## src/hw/rtl/lmsp_pkg.sv

```systemverilog
`timescale 1ns / 1ps
// ----------------------------------------------------------------------------
// LED matrix scan package
// Shared types, operation codes and the pixel placement table of the
// multiplexed LED matrix scan driver.
// ----------------------------------------------------------------------------
package lmsp_pkg;

  localparam int VIS_SIZE = 5;
  localparam int IMG_BITS = VIS_SIZE * VIS_SIZE;
  localparam int HW_ROWS  = 3;
  localparam int HW_COLS  = 9;

  localparam logic [15:0]        PERIOD_RESET = 16'd6000;
  localparam logic [HW_COLS-1:0] COLS_OFF     = '1;

  // Operation codes of the input item.
  localparam logic [2:0] OP_TICK      = 3'd0;
  localparam logic [2:0] OP_PIXEL_ON  = 3'd1;
  localparam logic [2:0] OP_PIXEL_OFF = 3'd2;
  localparam logic [2:0] OP_LOAD      = 3'd3;
  localparam logic [2:0] OP_SHIFT     = 3'd4;

  // Electrical row and column of each visible pixel, indexed by row*5+col.
  localparam logic [1:0] PLACE_ROW [IMG_BITS] = '{
    2'd0, 2'd1, 2'd0, 2'd1, 2'd0,
    2'd2, 2'd2, 2'd2, 2'd2, 2'd2,
    2'd1, 2'd0, 2'd1, 2'd2, 2'd1,
    2'd0, 2'd0, 2'd0, 2'd0, 2'd0,
    2'd2, 2'd1, 2'd2, 2'd1, 2'd2
  };

  localparam logic [3:0] PLACE_COL [IMG_BITS] = '{
    4'd0, 4'd3, 4'd1, 4'd4, 4'd2,
    4'd3, 4'd4, 4'd5, 4'd6, 4'd7,
    4'd1, 4'd8, 4'd2, 4'd8, 4'd0,
    4'd7, 4'd6, 4'd5, 4'd4, 4'd3,
    4'd2, 4'd6, 4'd0, 4'd5, 4'd1
  };

  // One result item.
  typedef struct packed {
    logic [HW_ROWS-1:0] row_enable;
    logic [HW_COLS-1:0] col_levels;
    logic [1:0]         scan_row;
  } res_t;

endpackage

```

## src/hw/rtl/lmsp_colmap.sv

```systemverilog
`timescale 1ns / 1ps
// ----------------------------------------------------------------------------
// LED matrix scan column map
// Builds the active-low column levels of one electrical row from the image.
// ----------------------------------------------------------------------------
module lmsp_colmap
  import lmsp_pkg::*;
(
  input  logic [IMG_BITS-1:0] image,
  input  logic [1:0]          row,
  output logic [HW_COLS-1:0]  col_levels
);

  always_comb begin
    col_levels = COLS_OFF;
    for (int v = 0; v < IMG_BITS; v++) begin
      if (image[v] && (PLACE_ROW[v] == row)) begin
        col_levels[PLACE_COL[v]] = 1'b0;
      end
    end
  end

endmodule

```

## src/hw/rtl/lmsp_state.sv

```systemverilog
`timescale 1ns / 1ps
// ----------------------------------------------------------------------------
// LED matrix scan state
// Holds the image, tick counter and latched row drive, and computes the
// state after each item.
// ----------------------------------------------------------------------------
module lmsp_state
  import lmsp_pkg::*;
#(
  parameter int COUNTER_WIDTH = 16
) (
  input  logic                clk,
  input  logic                rst_n,
  input  logic                accept,
  input  logic [2:0]          op,
  input  logic [2:0]          pixel_row,
  input  logic [2:0]          pixel_col,
  input  logic [IMG_BITS-1:0] image_bits,
  input  logic [4:0]          new_column,
  input  logic [15:0]         refresh_period,
  output res_t                res
);

  localparam int CMP_W = (COUNTER_WIDTH + 1 > 17) ? COUNTER_WIDTH + 1 : 17;

  logic [IMG_BITS-1:0]      image_r, image_nxt;
  logic [COUNTER_WIDTH-1:0] tick_r, tick_nxt;
  logic [1:0]               row_index_r, row_index_nxt;
  logic [HW_ROWS-1:0]       row_drive_r, row_drive_nxt;
  logic [HW_COLS-1:0]       col_drive_r, col_drive_nxt;

  logic [COUNTER_WIDTH:0]   tick_inc;
  logic                     advance;
  logic [1:0]               row_adv;
  logic [HW_COLS-1:0]       cols_adv;
  logic                     pix_ok;
  logic [4:0]               pix_idx;
  logic [IMG_BITS-1:0]      pix_mask;
  logic [IMG_BITS-1:0]      shifted;

  lmsp_colmap u_colmap (
    .image      (image_r),
    .row        (row_adv),
    .col_levels (cols_adv)
  );

  // A count that would run past the counter's range advances the row too.
  assign tick_inc = {1'b0, tick_r} + {{COUNTER_WIDTH{1'b0}}, 1'b1};
  assign advance  = (CMP_W'(tick_inc) >= CMP_W'(refresh_period)) || tick_inc[COUNTER_WIDTH];
  assign row_adv  = (row_index_r == 2'(HW_ROWS - 1)) ? 2'd0 : row_index_r + 2'd1;

  assign pix_ok   = (pixel_row < 3'(VIS_SIZE)) && (pixel_col < 3'(VIS_SIZE));
  assign pix_idx  = 5'(pixel_row) * 5'(VIS_SIZE) + 5'(pixel_col);
  assign pix_mask = IMG_BITS'(1) << pix_idx;

  // Each visible row moves one column left; the new column enters at the right.
  always_comb begin
    for (int r = 0; r < VIS_SIZE; r++) begin
      for (int c = 0; c < VIS_SIZE - 1; c++) begin
        shifted[r*VIS_SIZE + c] = image_r[r*VIS_SIZE + c + 1];
      end
      shifted[r*VIS_SIZE + VIS_SIZE - 1] = new_column[r];
    end
  end

  always_comb begin
    image_nxt     = image_r;
    tick_nxt      = tick_r;
    row_index_nxt = row_index_r;
    row_drive_nxt = row_drive_r;
    col_drive_nxt = col_drive_r;
    unique case (op)
      OP_TICK: begin
        if (advance) begin
          tick_nxt      = '0;
          row_index_nxt = row_adv;
          row_drive_nxt = HW_ROWS'(1) << row_adv;
          col_drive_nxt = cols_adv;
        end else begin
          tick_nxt = tick_inc[COUNTER_WIDTH-1:0];
        end
      end
      OP_PIXEL_ON: begin
        if (pix_ok) begin
          image_nxt = image_r | pix_mask;
        end
      end
      OP_PIXEL_OFF: begin
        if (pix_ok) begin
          image_nxt = image_r & ~pix_mask;
        end
      end
      OP_LOAD: begin
        image_nxt = image_bits;
      end
      OP_SHIFT: begin
        image_nxt = shifted;
      end
      default: begin
        image_nxt = image_r;
      end
    endcase
  end

  always_ff @(posedge clk) begin
    if (!rst_n) begin
      image_r     <= '0;
      tick_r      <= '0;
      row_index_r <= '0;
      row_drive_r <= '0;
      col_drive_r <= COLS_OFF;
    end else if (accept) begin
      image_r     <= image_nxt;
      tick_r      <= tick_nxt;
      row_index_r <= row_index_nxt;
      row_drive_r <= row_drive_nxt;
      col_drive_r <= col_drive_nxt;
    end
  end

  assign res.row_enable = row_drive_nxt;
  assign res.col_levels = col_drive_nxt;
  assign res.scan_row   = row_index_nxt;

  // The row drive is either all off or selects exactly the indexed row.
  a_row_drive_matches: assert property (@(posedge clk) disable iff (!rst_n)
    (row_drive_r != '0) |-> (row_drive_r == (HW_ROWS'(1) << row_index_r)))
    else $error("row drive does not match row index");

  // Before the first row advance nothing is driven.
  a_idle_drive: assert property (@(posedge clk) disable iff (!rst_n)
    (row_drive_r == '0) |-> ((col_drive_r == COLS_OFF) && (row_index_r == 2'd0)))
    else $error("columns driven before the first row advance");

endmodule

```

## src/hw/rtl/lmsp_outbuf.sv

```systemverilog
`timescale 1ns / 1ps
// ----------------------------------------------------------------------------
// LED matrix scan output buffer
// Output register with a skid stage so the input side never waits on the
// output stall directly.
// ----------------------------------------------------------------------------
module lmsp_outbuf
  import lmsp_pkg::*;
(
  input  logic clk,
  input  logic rst_n,
  input  logic push,
  input  res_t din,
  output logic full,
  output logic out_valid,
  input  logic out_stall,
  output res_t dout
);

  logic out_valid_r, skid_valid_r;
  res_t out_r, skid_r;
  logic pop;

  assign pop = out_valid_r && !out_stall;

  always_ff @(posedge clk) begin
    if (!rst_n) begin
      out_valid_r  <= 1'b0;
      skid_valid_r <= 1'b0;
    end else if (skid_valid_r) begin
      if (pop) begin
        skid_valid_r <= 1'b0;
      end
    end else if (push) begin
      if (out_valid_r && !pop) begin
        skid_valid_r <= 1'b1;
      end else begin
        out_valid_r <= 1'b1;
      end
    end else if (pop) begin
      out_valid_r <= 1'b0;
    end
  end

  always_ff @(posedge clk) begin
    if (skid_valid_r) begin
      if (pop) begin
        out_r <= skid_r;
      end
    end else if (push) begin
      if (out_valid_r && !pop) begin
        skid_r <= din;
      end else begin
        out_r <= din;
      end
    end
  end

  assign full      = skid_valid_r;
  assign out_valid = out_valid_r;
  assign dout      = out_r;

  a_skid_behind_out: assert property (@(posedge clk) disable iff (!rst_n)
    skid_valid_r |-> out_valid_r)
    else $error("skid stage holds an item while the output is empty");

  a_skid_drains: assert property (@(posedge clk) disable iff (!rst_n)
    (skid_valid_r && !out_stall) |=> (!skid_valid_r && out_valid_r))
    else $error("skid stage did not drain when the output moved");

endmodule

```

## src/hw/rtl/led_matrix_scan_with_pixel_map_core.sv

```systemverilog
`timescale 1ns / 1ps
// ----------------------------------------------------------------------------
// LED matrix scan driver core
// Keeps a 5x5 image and scans it onto a 3-row by 9-column LED matrix.
// ----------------------------------------------------------------------------
// Each input item carries one operation: a time tick, pixel on, pixel off,
// a whole-image load or a one-column left shift with a new right column.
// Pixel operations with a row or column of 5 or more change nothing, and the
// unused operation codes change nothing either. Every accepted item yields
// exactly one result item: the latched one-hot row enable, the active-low
// column levels of that row and the scan row index, all taken after the
// item's own update. Image changes reach the outputs only at the next row
// advance, on the tick that brings the count to refresh_period. The whole
// update is one combinational step from the state registers into the output
// buffer, so an item is accepted every cycle unless stalled. A two-entry
// buffer (output register plus a skid stage) lets the block take a new item
// while a result still waits; in_stall rises only once both entries are full.
// Reset clears the image and the counter, turns all rows and columns off and
// loads a refresh period of 6000 ticks. The user must write the refresh
// period through cfg_wr_en only while idle; the block does not enforce it.
// ----------------------------------------------------------------------------
module led_matrix_scan_with_pixel_map_core
  import lmsp_pkg::*;
#(
  parameter int COUNTER_WIDTH = 16
) (
  input  logic                clk,
  input  logic                rst_n,

  input  logic                cfg_wr_en,
  input  logic [15:0]         cfg_wr_data,

  input  logic                in_valid,
  output logic                in_stall,
  input  logic [2:0]          in_op,
  input  logic [2:0]          in_pixel_row,
  input  logic [2:0]          in_pixel_col,
  input  logic [IMG_BITS-1:0] in_image_bits,
  input  logic [4:0]          in_new_column,

  output logic                out_valid,
  input  logic                out_stall,
  output logic [HW_ROWS-1:0]  out_row_enable,
  output logic [HW_COLS-1:0]  out_col_levels,
  output logic [1:0]          out_scan_row
);

  logic [15:0] refresh_period_r;
  logic        accept;
  logic        buf_full;
  res_t        res_new;
  res_t        res_out;

  // The single configuration register.
  always_ff @(posedge clk) begin
    if (!rst_n) begin
      refresh_period_r <= PERIOD_RESET;
    end else if (cfg_wr_en) begin
      refresh_period_r <= cfg_wr_data;
    end
  end

  // An item enters whenever the skid stage has room.
  assign in_stall = buf_full;
  assign accept   = in_valid && !buf_full;

  lmsp_state #(
    .COUNTER_WIDTH (COUNTER_WIDTH)
  ) u_state (
    .clk            (clk),
    .rst_n          (rst_n),
    .accept         (accept),
    .op             (in_op),
    .pixel_row      (in_pixel_row),
    .pixel_col      (in_pixel_col),
    .image_bits     (in_image_bits),
    .new_column     (in_new_column),
    .refresh_period (refresh_period_r),
    .res            (res_new)
  );

  lmsp_outbuf u_outbuf (
    .clk       (clk),
    .rst_n     (rst_n),
    .push      (accept),
    .din       (res_new),
    .full      (buf_full),
    .out_valid (out_valid),
    .out_stall (out_stall),
    .dout      (res_out)
  );

  assign out_row_enable = res_out.row_enable;
  assign out_col_levels = res_out.col_levels;
  assign out_scan_row   = res_out.scan_row;

endmodule
```

## config.mk

```make
export PLATFORM = sky130hd
export DESIGN_NAME = led_matrix_scan_with_pixel_map_core
export DESIGN_NICKNAME = d
export VERILOG_FILES = /design/src/hw/rtl/lmsp_pkg.sv /design/src/hw/rtl/lmsp_colmap.sv /design/src/hw/rtl/lmsp_state.sv /design/src/hw/rtl/lmsp_outbuf.sv /design/src/hw/rtl/led_matrix_scan_with_pixel_map_core.sv
export SDC_FILE = /design/constraint.sdc
export NUM_CORES = 1
export LEC_CHECK = 0
export BUFFER_PORTS_ARGS = -buffer_cell sky130_fd_sc_hd__buf_2
export CAP_MARGIN = 20
export CORE_MARGIN = 10
export CORE_UTILIZATION = 38
export DETAILED_ROUTE_END_ITERATION = 7
export HOLD_SLACK_MARGIN = 0.03
export PLACE_DENSITY = 0.57
export RECOVER_POWER = 50
export SLEW_MARGIN = 10
export SYNTH_ARGS = -nofsm -noshare
export SYNTH_HDL_FRONTEND = slang
export SYNTH_HIERARCHICAL = 1
export SYNTH_SLANG_ARGS = --single-unit
```

## constraint.sdc

```tcl
create_clock -name clk -period 3.98 [get_ports clk]
set_input_delay 0.398 -clock clk [delete_from_list [all_inputs] [get_ports clk]]
set_output_delay 0.398 -clock clk [all_outputs]
set_load 0.02 [all_outputs]
```

Word level (Yosys, flattened, before mapping)
Index checks and enable logic that the tools add are counted.
{"block": "totals", "out_inout_bits": 16, "wordCells": 129, "reg_bits": 101, "input_bits": 60}
{"block": "op_classes", "n_reduce_logical": 43, "mux": 47, "n_eq_ne": 12, "n_bitwise": 4, "n_addsub": 3, "n_mul": 1, "order_cmp": 3, "n_shift": 2}
{"operator": "$pmux 25 s4", "n": 1}
{"operator": "$mux 14", "n": 4}
{"operator": "$mux 25", "n": 2}
{"operator": "$mux 1", "n": 32}
{"operator": "$logic_and 1x1->1", "n": 29}
{"operator": "$and 25x25->25", "n": 1}
{"operator": "$not 25->25", "n": 1}
{"operator": "$or 25x25->25", "n": 1}
{"operator": "$shl 1x5->25 const A", "n": 1}
{"operator": "$mux 9", "n": 2}
{"operator": "$add 16x1->17 const B", "n": 1}
{"operator": "$ge 17x16->1", "n": 1}
{"operator": "$mux 16", "n": 1}
{"operator": "$reduce_and 3->1", "n": 3}
{"operator": "$eq 3x2->1 const B", "n": 2}
{"operator": "$lt 3x3->1 const B", "n": 2}
{"operator": "$mux 2", "n": 3}
{"operator": "$mux 3", "n": 2}
{"operator": "$ne 2x1->1 const B", "n": 3}
{"operator": "$add 5x3->5", "n": 1}
{"operator": "$mul 3x3->5 const B", "n": 1}
{"operator": "$ne 2x2->1 const B", "n": 2}
{"operator": "$reduce_and 4->1", "n": 1}
{"operator": "$reduce_bool 2->1", "n": 2}
{"operator": "14 further kinds", "n": 16}

Logic depth before layout (Yosys ltp)
{"block": "logic_depth", "depth_word": 12, "depth_mapped": 15, "mapped_depth_nobuf": 13}

Modules after synthesis
The synthesis kept the hierarchy.
{"module": "lmsp_state", "area_per_inst_um2": 3952.5, "cells_each": 485, "n_inst": 1, "seq_area_each_um2": 1101.1}
{"module": "lmsp_outbuf", "area_per_inst_um2": 1151.1, "cells_each": 57, "n_inst": 1, "seq_area_each_um2": 880.8}
{"module": "led_matrix_scan_with_pixel_map_core", "area_per_inst_um2": 604.3, "cells_each": 52, "n_inst": 1, "seq_area_each_um2": 320.3}
{"module": "lmsp_colmap", "area_per_inst_um2": 255.2, "cells_each": 22, "n_inst": 1, "seq_area_each_um2": 0.0}

Least setup slack after synthesis
Ideal clock, no wire load.
{"block": "synth_path", "kind": "reg2reg", "from": "register u_state.tick_r[0]", "to": "register u_outbuf.out_r, in the netlist u_outbuf/dout[1], data pin", "setup_slack_ps": 205, "path_buffers": 2, "synth_period_minus_slack_ps": 3775, "t_arrival_ps": 3515, "setup_time_ps": 260, "path_stages_with_launch": 16, "required_ps": 3720, "path_cell_list": "dfxtp_1 > ha_1 > and4_1 > and3_1 > buf_6 > and4_1 > xor2_1 > ha_1 > and3_1 > a221o_1 > a31oi_4 > o311ai_4 > nand3_2 > buf_2 > mux2_2 > mux2_4"}
{"element": "start: declaration", "line_no": "lmsp_state.sv:27", "text": "logic [COUNTER_WIDTH-1:0] tick_r, tick_nxt;"}
{"element": "start signal: assignment", "line_no": "lmsp_state.sv:114", "text": "tick_r <= tick_nxt;"}
{"element": "end signal: assignment", "line_no": "lmsp_outbuf.sv:48", "text": "out_r <= skid_r;"}
{"element": "end signal: assignment", "line_no": "lmsp_outbuf.sv:54", "text": "out_r <= din;"}
{"element": "end: declaration", "line_no": "lmsp_outbuf.sv:21", "text": "res_t out_r, skid_r;"}

==> results.toml <==
[clock_network]
worst_setup_hold_path_clk_slew_ps = 70
count_of_hold_fix_buffers_inserted_at_cts = 0
clockRootBuffer = "clkbuf_16"
cts.repair.resized = 0
clk-insertion-delay-late_ps = 360
htree_levels = 3
cts_setup_buffers = 0
tritoncts = "done"
cts.path.max_buffers = 2
numClockSinks = 101
cts_made_buffers = 9

[drt]
initialDrtViolationCount = 429
wl_per_cell_um = 18.1
drt.antenna.violating_nets = 0
drc = 0
dr.pass1.iters = 5
route.detailed.vias_per_inst = 5.65
dr_total_vias = 5064
detail_route.wirelength_um = 16200

[min_path]
holdCritPathClass = "input pin to register"

[sta]
finalCriticalPeriod_ps = 3760
clock-skew-final_ps = 8.93
fmax_mhz = 266
tightestPinTransition_ps = 2540
hold_viol_final = 0
finalSetupViolCount = 0
grt_setup_unrepaired = "false"
fin_crit_sh_pct = 94.6
final.setup.tns_ps = 0
worst_slew_margin_rel_pct = -69.6
final_max_slew_viol_count = 62

[die]
die_h_um = 145
dieArea_mm2 = 0.0211
floorplan.core_area_mm2 = 0.0153
die_width_um = 145
num_rows = 45
design.portCount = 76
initial_core_util_pct = 38.9

[finish]
syn2layout_area_growth_pct = 13.8
post_route_cells_drive_above_1_share_pct = 18.7
fill_cells = 1527
final_area_mm2 = 0.00679
instances_no_fill = 896
antenna_cells_inserted = 0
fin_nets = 766

[yosys]
mappedNetlistNets = 702
netlist_top_cells_count = "dfxtp_1 (73), nand2_1 (58), o21ai_0 (44)"
yosys-top-cells-area = "dfxtp_1 (25%), edfxtp_1 (14%), ha_1 (5.2%), mux2i_1 (4.7%), o21ai_0 (3.7%)"
post_synth_num_cell_types = 64
synth_area_per_cell_um2 = 9.68
post-synth-top-count-cell = "dfxtp_1"
ys_ff_latch = 101
synthFlopType = "dfxtp_1"
synth_top_area_share_pct = 24.5
ys_seq_area_share_pct = 38.6
synth_edf_count = 28
syn_inst = 616
mappedNetlistArea_mm2 = 0.00596
yosys_warnings = 6
synth_top_cell_by_area = "dfxtp_1"
synth_async_sr_flop_share_pct = 0

[power]
p_leak_nw = 2.52
design_power_total_mw = 2.41
irDropWorstVdd_mv = 0.217
power-per-cell-area_mw_per_mm2 = 355

[placement]
detailedPlacementHpwl_um = 11600
placedCellCount = 879
port_buffers = 75
place.gp.congestion = 0.914
placed_cell_area_mm2 = 0.00649

[grt]
grtUsageTotal_pct = 14.6
grt_pass1_vias = 4917
grt_first_pass_wirelength_um = 25700
antenna_found_initial = 0
grt-ovfl-total = 0
largest_net_degree_at_the_start_of_global_routing = 62

[critical_path]
path_cells = "ha_1 -> and4_1 -> and3_2 -> and4_1 -> xor2_1 -> ha_1 -> and3_1 -> a221o_1 -> a31oi_4 -> o311ai_4 -> nand3_4 -> mux2_1 -> mux2_4"
worstSetupStartpointType = "register"
critPathTopFamily = "simple AND/OR/NAND/NOR gates"
timing.critical_path.arrival_ps = 3870
worst_path_largest_cell_delay_ps = 380
start_to_end_type_of_the_worst_setup_path = "register to register"
capturing_element_type_of_the_critical_path = "register"
critPathRequiredTime_ps = 4090
cell_with_the_biggest_individual_delay_on_the_critical_path = "dfxtp_1"
critPathBufInv = 0
worst-path-max-fanout = 7

[run_status]
failing_checks = "max-capacitance violations, max-slew violations"
status = "complete, but fails checks"

[flow_run]
max_cap_viol_count = 1
## registers in the layout (all words and copies together) (netlist names)
register	count
u_state/image_r	25
refresh_period_r	16
u_state/tick_r	16
u_outbuf/dout	14
u_outbuf/skid_r	14
u_state/col_drive_r	9
u_state/row_drive_r	3
u_state/row_index_r	2
u_outbuf/full	1
u_outbuf/out_valid	1
## cell families (layout without fill, tap and decap cells)
group	after synthesis	after routing	share of synthesized area, %
and+or+nand+nor	180	181	15.9
AOI/OAI and AO/OA	173	173	21.3
DFF	101	101	38.6
buffers and inverters	62	130	5.56
muxes	56	56	10.4
adders and majority gates	26	26	5.58
xor gates and xnor gates	18	18	2.64
## cells in the final DEF (no fill, tap or decap), drive strengths merged, types with 4 or more instances in the layout
cell type  Yosys  layout
a31oi          6       6
a22o          22      22
mux2i         28      28
nand3         41      42
mux2          28      28
a21o           4       4
nand2         58      58
nor2          12      12
edfxtp        28      28
clkbuf        24      31
nor2b         17      17
nand2b         7       7
o211ai        16      16
nor3          10      10
buf           17      71
a211oi        15      15
o21ai         46      46
a2bb2oi        7       7
and4           6       6
a21oi         35      35
nand4          6       6
dfxtp         73      73
ha            25      25
xor2           8       8
inv           20      24
a32o           7       7
xnor2         10      10
## stage by stage
step	hold WS, ps	worst slack (ps)	utilization, %
6_report	264	216	44.3
5_1_grt	266	31.8	44.3
4_1_cts	255	1.72	44.4
3_5_place_dp	450	18.5	42.4
3_3_place_gp	450	97.6	42.3
2_1_floorplan	431	205	-
## power breakdown
group          internal [mW]  total (mW)  switching [mW]  leakage [nW]
sequential              1.09        1.13          0.0381         0.816
clock                  0.499       0.919           0.419         0.153
combinational          0.127       0.364           0.236          1.55
## area by class of cell
cell class	instances	area (um^2)	share of cell area, %
Sequential cell	101	2300	33.9
Tap cell	211	264	3.89
Clock buffer	9	225	3.32
Timing Repair Buffer	93	473	6.97
Multi-Input combinational cell	454	3360	49.5
Clock inverter	7	81.3	1.20
Inverter	21	78.8	1.16
## path summary, 6_finish.rpt
path                     startpoint                     end  slack, ps  cells past startpoint
max               u_state/tick_r[1]        u_outbuf/dout[5]        220                     13
min                  cfg_wr_data[8]     refresh_period_r[8]        260                      3
max reg2reg       u_state/tick_r[1]        u_outbuf/dout[5]        220                     13
min reg2reg  u_state/row_drive_r[0]  u_state/row_drive_r[0]        460                      2
## routing by layer
| metal | routed length [um] | global-route usage (%) | up-vias | share of wire (%) |
|---|---|---|---|---|
| met5 | 0 | 0 | - | 0 |
| met4 | 200 | 5.26 | 0 | 1.2 |
| met3 | 1010 | 3.45 | 14 | 6.2 |
| met2 | 7180 | 21.9 | 171 | 44 |
| met1 | 7810 | 20.0 | 2446 | 48 |
| li1 | - | - | 2433 | - |
## worst reg2reg max path, cell delays in order, from the launching register on
cell and delay [ps]:
dfxtp_1 380, ha_1 180, and4_1 250, and3_2 250
and4_1 260, xor2_1 170, ha_1 260, and3_1 180
a221o_1 360, a31oi_4 190, o311ai_4 200, nand3_4 180
mux2_1 380, mux2_4 280
No activity file was read; power rests on OpenSTA's default activity.
